==> src/rtl/core/ffaa_pkg.sv <==
// Package for the first-fit aligned allocator: table entry type and status codes.
// No dependencies.
`default_nettype none
package ffaa_pkg;
    typedef struct packed {
        logic [31:0] offset;
        logic [31:0] size;
        logic        is_free;
    } t_entry;

    localparam logic [2:0] ST_OK        = 3'd0;
    localparam logic [2:0] ST_TOO_LARGE = 3'd1;
    localparam logic [2:0] ST_NO_FIT    = 3'd2;
    localparam logic [2:0] ST_FULL      = 3'd3;
    localparam logic [2:0] ST_NOT_FOUND = 3'd4;
endpackage
`default_nettype wire

==> src/rtl/core/ffaa_table.sv <==
// Block table memory: one write port, one read port, registered read data.
// Depends on ffaa_pkg.
`default_nettype none
module ffaa_table #(
    parameter int DEPTH = 64
) (
    input  wire                       i_clk,
    input  wire                       i_we,
    input  wire [$clog2(DEPTH)-1:0]   i_waddr,
    input  wire ffaa_pkg::t_entry     i_wdata,
    input  wire                       i_re,
    input  wire [$clog2(DEPTH)-1:0]   i_raddr,
    output ffaa_pkg::t_entry          o_rdata
);
    ffaa_pkg::t_entry mem [DEPTH];
    ffaa_pkg::t_entry r_rdata;

    always_ff @(posedge i_clk) begin
        if (i_we) begin
            mem[i_waddr] <= i_wdata;
        end
        if (i_re) begin
            r_rdata <= mem[i_raddr];
        end
    end

    assign o_rdata = r_rdata;
endmodule
`default_nettype wire

==> config.mk <==
export PLATFORM = sky130hd
export DESIGN_NAME = ffaa_table
export DESIGN_NICKNAME = d
export VERILOG_FILES = /design/src/rtl/core/ffaa_pkg.sv /design/src/rtl/core/ffaa_table.sv
export SDC_FILE = /design/constraint.sdc
export NUM_CORES = 2
export LEC_CHECK = 0
export BUFFER_PORTS_ARGS = -buffer_cell sky130_fd_sc_hd__buf_2
export CAP_MARGIN = 10
export CELL_PAD_IN_SITES_DETAIL_PLACEMENT = 1
export CELL_PAD_IN_SITES_GLOBAL_PLACEMENT = 1
export CORE_ASPECT_RATIO = 0.7
export CORE_MARGIN = 5
export CORE_UTILIZATION = 51
export DETAILED_ROUTE_END_ITERATION = 8
export HOLD_SLACK_MARGIN = 0.12
export PLACE_DENSITY = 0.77
export SLEW_MARGIN = 10
export SYNTH_ARGS = -nofsm -noshare
export SYNTH_HDL_FRONTEND = slang
export SYNTH_MEMORY_MAX_BITS = 65536
export SYNTH_SLANG_ARGS = --single-unit
==> constraint.sdc <==
create_clock -name i_clk -period 6.5 [get_ports i_clk]
set_input_delay 1.3 -clock i_clk [delete_from_list [all_inputs] [get_ports i_clk]]
set_output_delay 1.3 -clock i_clk [all_outputs]
set_load 0.01 [all_outputs]
==> summary.txt <==
Final layout
  • Commonest cells after routing, fill and taps aside: edfxtp_1 (4225), mux4_2 (1040), clkbuf_16 (381)
  • Layout cell share with drive strength beyond 1: 0.2771
  • Commonest non-fill, non-tap cell in the layout: edfxtp_1
  • Util after Layout: 0.5738
  • Final #Nets: 7083
  • Area grow syn2layout: 11.97%

Drt
  • 1st-iter DRT viols: 13950
  • Wire length per cell: 42.20 um
  • Pre-antenna DRT Iters: 8
  • DRT antenna net count: 0
  • Via density: 7.051
  • Vias post-DR: 80880
  • WL final: 484.1 mm
  • DR DRC count: 0

Worst setup path
  • Number of cells on the critical path: 6
  • Top delay family on crit path: buffers and inverters
  • Startpoint Class: primary input
  • Worst reg2reg path depth: 4
  • Critical path class: primary input to flip-flop
  • Critical path arrival: 4.53 ns
  • CP cell instances: buf_2 > nand3b_1 > buf_4 > o22ai_1 > a211oi_1 > o211a_1
  • Buf/Inv on CP: 2
  • Critical Path RT: 7.19 ns
  • Max stage delay on crit path: 1.02 ns
  • Critical path peak fanout: 25
  • Slowest cell on crit path: nand3b_1
  • Crit end category: flip-flop

Global route
  • First-pass GRT wire length: 676.1 mm
  • Overall routing resource usage: 0.2989
  • Vias in the first global route: 82650
  • Pin count of the biggest net entering global routing: 108
  • Total global routing overflow: 0
  • Initial antenna violation count: 30

Placed design
  • GPL Wtd Cong: 0.7963
  • # port buffers: 144
  • Dpl hpwl: 258.9 mm

Clocking
  • Clock Tree Root: clkbuf_16
  • Post-cts resize count: 0
  • Clock transition at the registers of the reported paths: 0.07 ns
  • Clock Latency Late Sink: 0.94 ns
  • Number of setup buffers added after CTS: 0
  • Hold_buf cts: 0
  • TritonCTS clock tree: done
  • Max clock buf depth: 4
  • H-tree depth: 5
  • Clk sinks: 4225
  • CTS buffer count: 374

Pwr
  • Pwr dens: 308.6 nW/um^2
  • Max IR drop VDD: 265.8 uV
  • Static Leak: 0.05484 uW

Floorplan
  • Chip width: 677.3 um
  • Die Ht: 477.1 um
  • Io pins: 145
  • Die area: 323200 sq um
  • Row count: 171
  • Total core area: 310200 sq um
  • Initial core utilization: 0.5125

Yosys
  • Seq/Total Area, Yosys: 0.7980
  • Distinct cells, synth: 26
  • Synthesized net count: 6686
  • Synth warnings: 0
  • Synth Register Bits: 4225
  • Synth area leader: edfxtp_1
  • Synth Area per Inst: 24.07 sq um
  • Mapped cell area: 159000 sq um
  • Share of the synthesized area in the top cell type: 0.7980
  • Largest cells by area after synthesis: edfxtp_1 (80%), mux4_2 (15%), a22oi_1 (1.2%), mux2i_1 (0.65%), buf_2 (0.59%)
  • Mapped Cells: 6606

STA
  • Final hold violation count: 0
  • Final setup TNS: 0 ns
  • Fmax: 0.2602 GHz
  • # setup viols final: 0
  • Clock Skews: 0.04831 ns
  • Slew HR: 0.1221
  • Slew @ Worst Pin: 1.314 ns
  • Final slew viol count: 0
  • RSZ-0062 raised after global routing: no
  • Min Tclk post-route: 3.843 ns
  • Fin crit share: 0.5912

Run
  • Maxcap violations: 0

Outcome
  • Outcome: complete, no violations

Min path
  • Hold crit path type: primary input to flip-flop
  • Hold Path Stages: 1
==> layer usage <==
metal	wire [um]	global-route usage	part of all wire	vias to the layer above
li1	-	-	-	29550
met3	67520	0.08254	0.14	1175
met2	222400	0.4482	0.46	6906
met5	57	0	0.00012	-
met4	22500	0.1168	0.046	8
met1	171600	0.4221	0.35	43240
==> path summary, 6_finish.rpt <==
check / startpoint / to / slack (ns)
worst max register to register: mem[52][2] / o_rdata[2] / 4.32
worst min register to register: mem[30][6] / o_rdata[6] / 0.93
worst min-delay path: i_wdata[61] / mem[17][61] / 0.81
worst max-delay path: i_raddr[3] / o_rdata[52] / 2.66
==> per-stage QoR <==
step / std cells / power [uW] / area, sq um / setup WS (ns) / hold WS (ns)
6_report: 11470 / 54940 / 178000 / 2.657 / 0.8102
5_1_grt: 11460 / 56600 / 178000 / 2.757 / 0.7834
4_1_cts: 11450 / 55070 / 177900 / 2.736 / 0.8750
3_5_place_dp: 10780 / 33550 / 166200 / 1.734 / 0.9119
3_3_place_gp: 10780 / 33420 / 166200 / 1.766 / 0.8864
2_1_floorplan: 6606 / 32270 / 159000 / 1.126 / 0.8558
==> state kept, by name, indices dropped and copies added (netlist names) <==
register,cells
o_rdata,65
mem,4160
==> power breakdown <==
group	internal [uW]	total, uW	switching [uW]
Combinational	928	2660	1740
Sequential	30200	30300	120
Clock	12000	21900	9970
==> synth_stat cells <==
library cell  instances
o22ai_1             130
edfxtp_1           4225
a22oi_1             260
nand4b_1              1
nand3b_1             25
nor2b_1               9
nor3_1                2
and2_1                3
nand2b_1              9
or2_2                 2
or3b_2                4
nand4_1               2
buf_4                37
buf_6                16
clkbuf_1            120
nand3_1             115
o211a_1              65
a211oi_1             65
nor2_1              112
buf_2               186
or3_1                 3
buf_1                18
nand2_1               8
mux2i_1             103
mux4_2             1040
o221ai_1             46
==> layout make-up <==
| cell class | count | area (sq um) |
|---|---|---|
| antenna | 15 | 37.54 |
| clock buffer | 463 | 9842 |
| clock inverter | 214 | 1882 |
| fill | 25540 | 132200 |
| multi-input combinational | 2004 | 30770 |
| sequential | 4225 | 126900 |
| tap | 4152 | 5195 |
| timing repair buffer | 398 | 3421 |
==> cells by family (layout without fill, tap and decap cells) <==
group | count (synthesis) | in the layout | synth area share
multiplexers | 1143 | 1143 | 0.1538
AND/OR/NAND/NOR | 295 | 295 | 0.009074
other | 0 | 15 | 0
flip-flops | 4225 | 4225 | 0.7980
buffers and inverters | 377 | 1075 | 0.01199
AO/OA/AOI/OAI | 566 | 566 | 0.02709
No activity file was read; power rests on OpenSTA's default activity.
