<file path="src/rtl/core/ffaa_divider.sv">
// Restoring remainder unit, one quotient bit per cycle.
// No dependencies; divisor must be nonzero.
`default_nettype none
module ffaa_divider (
    input  wire        i_clk,
    input  wire        i_rst_n,
    input  wire        i_start,
    input  wire [31:0] i_dividend,
    input  wire [31:0] i_divisor,
    output logic       o_done,
    output logic [31:0] o_rem
);
    logic [32:0] r_rem, n_rem;
    logic [31:0] r_dvd;
    logic [31:0] r_dvs;
    logic [5:0]  r_cnt;
    logic        r_busy;
    logic        r_done;
    logic [32:0] shifted;

    always_comb begin
        shifted = {r_rem[31:0], r_dvd[31]};
        n_rem   = (shifted >= {1'b0, r_dvs}) ? shifted - {1'b0, r_dvs} : shifted;
    end

    always_ff @(posedge i_clk) begin
        if (!i_rst_n) begin
            r_busy <= 1'b0;
            r_done <= 1'b0;
            r_cnt  <= '0;
        end else begin
            r_done <= 1'b0;
            if (i_start) begin
                r_busy <= 1'b1;
                r_cnt  <= '0;
                r_rem  <= '0;
                r_dvd  <= i_dividend;
                r_dvs  <= i_divisor;
            end else if (r_busy) begin
                r_rem <= n_rem;
                r_dvd <= {r_dvd[30:0], 1'b0};
                r_cnt <= r_cnt + 6'd1;
                if (r_cnt == 6'd31) begin
                    r_busy <= 1'b0;
                    r_done <= 1'b1;
                end
            end
        end
    end

    assign o_done = r_done;
    assign o_rem  = r_rem[31:0];
endmodule
`default_nettype wire

</file>
<file path="config.mk">
export PLATFORM = sky130hd
export DESIGN_NAME = ffaa_divider
export DESIGN_NICKNAME = d
export VERILOG_FILES = /design/src/rtl/core/ffaa_divider.sv
export SDC_FILE = /design/constraint.sdc
export NUM_CORES = 1
export LEC_CHECK = 0
export BUFFER_PORTS_ARGS = -buffer_cell sky130_fd_sc_hd__buf_2
export CORE_MARGIN = 3
export CORE_UTILIZATION = 52
export CTS_CLUSTER_DIAMETER = 50
export DETAILED_ROUTE_END_ITERATION = 8
export PLACE_DENSITY = 0.85
export SYNTH_ARGS = -nofsm -noshare
export SYNTH_HDL_FRONTEND = slang
export SYNTH_SLANG_ARGS = --single-unit
</file>
<file path="constraint.sdc">
create_clock -name i_clk -period 3.14 [get_ports i_clk]
set_input_delay 0.628 -clock i_clk [delete_from_list [all_inputs] [get_ports i_clk]]
set_output_delay 0.628 -clock i_clk [all_outputs]
set_load 0.02 [all_outputs]
</file>
==> flow_metrics.tcl <==
set metrics [dict create \
    worst_clock_skew_ns 0.0117 \
    dr_wl_met2_mm 6.34 \
    final_antenna_net_count 0 \
    run_status "finished, final reports clean" \
    netlist_area_sq_mm 0.00614 \
    setup_violations 0 \
    end_kind "register" \
    min_path_type "in2reg" \
    final_area_sq_mm 0.00720 \
    whs_ns 0.438 \
    diodes 0 \
    tns_ns 0 \
    cts_buffers 9 \
    place.gp.congestion 0.911 \
    ys_types 71 \
    met3_length_mm 1.03 \
    arrival_ns 3.10 \
    grt_pass1_vias 4467 \
    avgViaCountPerCell 5.74 \
    dieHeight_um 115 \
    ys.flop_type "edfxtp_1" \
    clk_path_buf_depth 2 \
    post_drt_wl_per_cell_um 16.6 \
    htreeDepth 3 \
    fin_crit_sh 0.959 \
    synth_edf_count 96 \
    num_rows 39 \
    maxCapViolCount 0 \
    final.fill_count 896 \
    syn_inst 528 \
    clockRootBuffer "clkbuf_16" \
    p_per_area_mw_per_mm2 563 \
    initial_core_util 0.536 \
    total_power_mw 4.05 \
    fin_ws_ns 0.127 \
    grt_overflow 0 \
    ys_seq_area_frac 0.495 \
    die-width_um 115 \
    cts.sinks 104 \
    critPathMaxFanout 4 \
    area_growth_pct 17.1 \
    crit_required_ns 3.23 \
    postPlaceCellArea_sq_mm 0.00677 \
    synth_warnings 0 \
    dr_total_vias 4503 \
    maxSlewViolCount 0 \
    worstMarginPinSlew_ns 0.637 \
    grt_pass1_wl_mm 20.8 \
    synth_async_sr_flop_share 0 \
    hold_buffers 0 \
    io-pin-count 100 \
    ys_ff_latch 104 \
    drive_gt1_frac 0.317 \
    cts_tree "built" \
    multi_input_area_sq_mm 0.00289 \
    clk_pin_slew_ns 0.08 \
    critPathLaunchType "register" \
    ir_drop_mv 0.487 \
    port_buffers 99 \
    drt-initial-drc-count 319 \
    post-place-ws_ns 0.00921 \
    fin_nets 737 \
    grt.total_usage 0.199 \
    core_sq_mm 0.0115 \
    syn_nets 629 \
    relSlewSlack 0.576 \
    clock_latency_ns 0.36 \
    avgSynthCellArea_sq_um 11.6 \
    drtPass1Iterations 4 \
    highest_layer "met4" \
    grt_max_degree 56 \
    met1_length_mm 5.43 \
    wl_mm 13.0 \
    path_class "reg2reg" \
    dp_hpwl_mm 9.50 \
    hold_violations 0 \
    leakage_nw 3.10 \
    fmax_mhz 332 \
    antenna_found_initial 0 \
    post-route-min-period_ns 3.01 \
    die-area_sq_mm 0.0132 \
    regArea_sq_mm 0.00304 \
    drc 0 \
]
layout by cell type (no fill, tap or decap), types with 4 or more instances in the layout:
cell type   n
and3_1      4
ha_2        4
xor2_1     10
a21oi_1    31
nand2b_1    4
o21ai_0    12
buf_2      99
inv_1      37
nand3_1    11
xnor2_1    18
mux2i_1    29
buf_4      15
a21o_1     19
nand2_1    29
clkbuf_16   9
nor3_1      5
nand4_1     6
a21oi_2     5
edfxtp_1   96
mux2_2     31
nor2_1     46
and2_1      4
ha_1       28
dfxtp_1     8
cell families after synthesis:
kind of cell             count (synthesis)  synth area share
AO/OA/AOI/OAI                          116             0.137
XOR/XNOR                                28            0.0399
adder cells (fa/ha/maj)                 34            0.0705
buffers and inverters                   57            0.0475
flip-flops                             104             0.495
multiplexers                            60             0.104
AND/OR/NAND/NOR                        129             0.106
where the power goes:
group | switching [mW] | total, mW | internal (mW)
sequential | 0.0571 | 1.71 | 1.65
clock | 0.532 | 1.16 | 0.627
combinational | 0.663 | 1.18 | 0.518
total | 1.25 | 4.05 | 2.80
sequential cells by signal, summed over array words and instances (netlist names):
signal  cells
r_busy      1
r_cnt       6
r_rem      32
o_done      1
r_dvd      32
r_dvs      32
final timing paths:
path	startpoint	end	slack (ns)	cells past startpoint
setup / recovery	r_dvd[31]$_DFFE_PP_	r_rem[16]$_SDFFCE_PP0P_	0.13	14
hold reg to reg	r_cnt[5]$_SDFFE_PP0P_	o_done$_SDFF_PP0_	0.50	1
hold / removal	i_divisor[9]	r_dvs[9]$_DFFE_PP_	0.44	1
setup reg to reg	r_dvd[31]$_DFFE_PP_	r_rem[16]$_SDFFCE_PP0P_	0.13	14
cell type report:
type                    instances  area share
inverters                      38      0.0198
repair buffers                116      0.0889
clock inverters                 7      0.0106
clock buffers                   9      0.0313
well taps                     143      0.0249
flip-flops and latches        104       0.423
multi-input cells             367       0.402
cell usage after synthesis (all sizes together) (5+ instances only):
library cell | n | area share
edfxtp | 96 | 0.47
nor2 | 46 | 0.028
a21oi | 38 | 0.034
inv | 38 | 0.023
ha | 33 | 0.067
mux2 | 31 | 0.057
nand2 | 30 | 0.019
mux2i | 29 | 0.047
a21o | 22 | 0.027
xnor2 | 18 | 0.026
o21ai | 15 | 0.012
nand3 | 12 | 0.011
xor2 | 10 | 0.014
clkbuf | 9 | 0.0075
buf | 8 | 0.013
dfxtp | 8 | 0.026
nor3 | 8 | 0.010
and2 | 7 | 0.0077
nand4 | 7 | 0.0081
nor2b | 5 | 0.0067
what timing repair did:
item	CTS	global route
setup buffers	0	6
endpoints found under the setup margin	0	31
hold endpoints to repair	0	0
resized for setup	0	18
metal layers:
| layer | vias to the layer above | global-route usage |
|---|---|---|
| li1 | 2170 | - |
| met1 | 2162 | 0.241 |
| met2 | 153 | 0.332 |
| met3 | 18 | 0.0766 |
| met4 | 0 | 0.0563 |
| met5 | - | 0 |
critical path, cell delays in order (launching register included):
cell      delay, ns
edfxtp_1       0.39
inv_2          0.10
ha_4           0.14
inv_1          0.06
fa_2           0.37
a21o_1         0.19
a221oi_2       0.23
buf_4          0.18
o21ai_1        0.08
and2_4         0.19
a221o_1        0.37
a21oi_2        0.15
xnor2_1        0.08
mux2i_1        0.15
nor2_1         0.06
through the flow:
step,instances,utilization
6_report,784,0.627
5_1_grt,784,0.627
4_1_cts,778,0.616
2_1_floorplan,528,-
3_3_place_gp,762,0.590
3_5_place_dp,762,0.590
(Power assumes the default switching activity.)
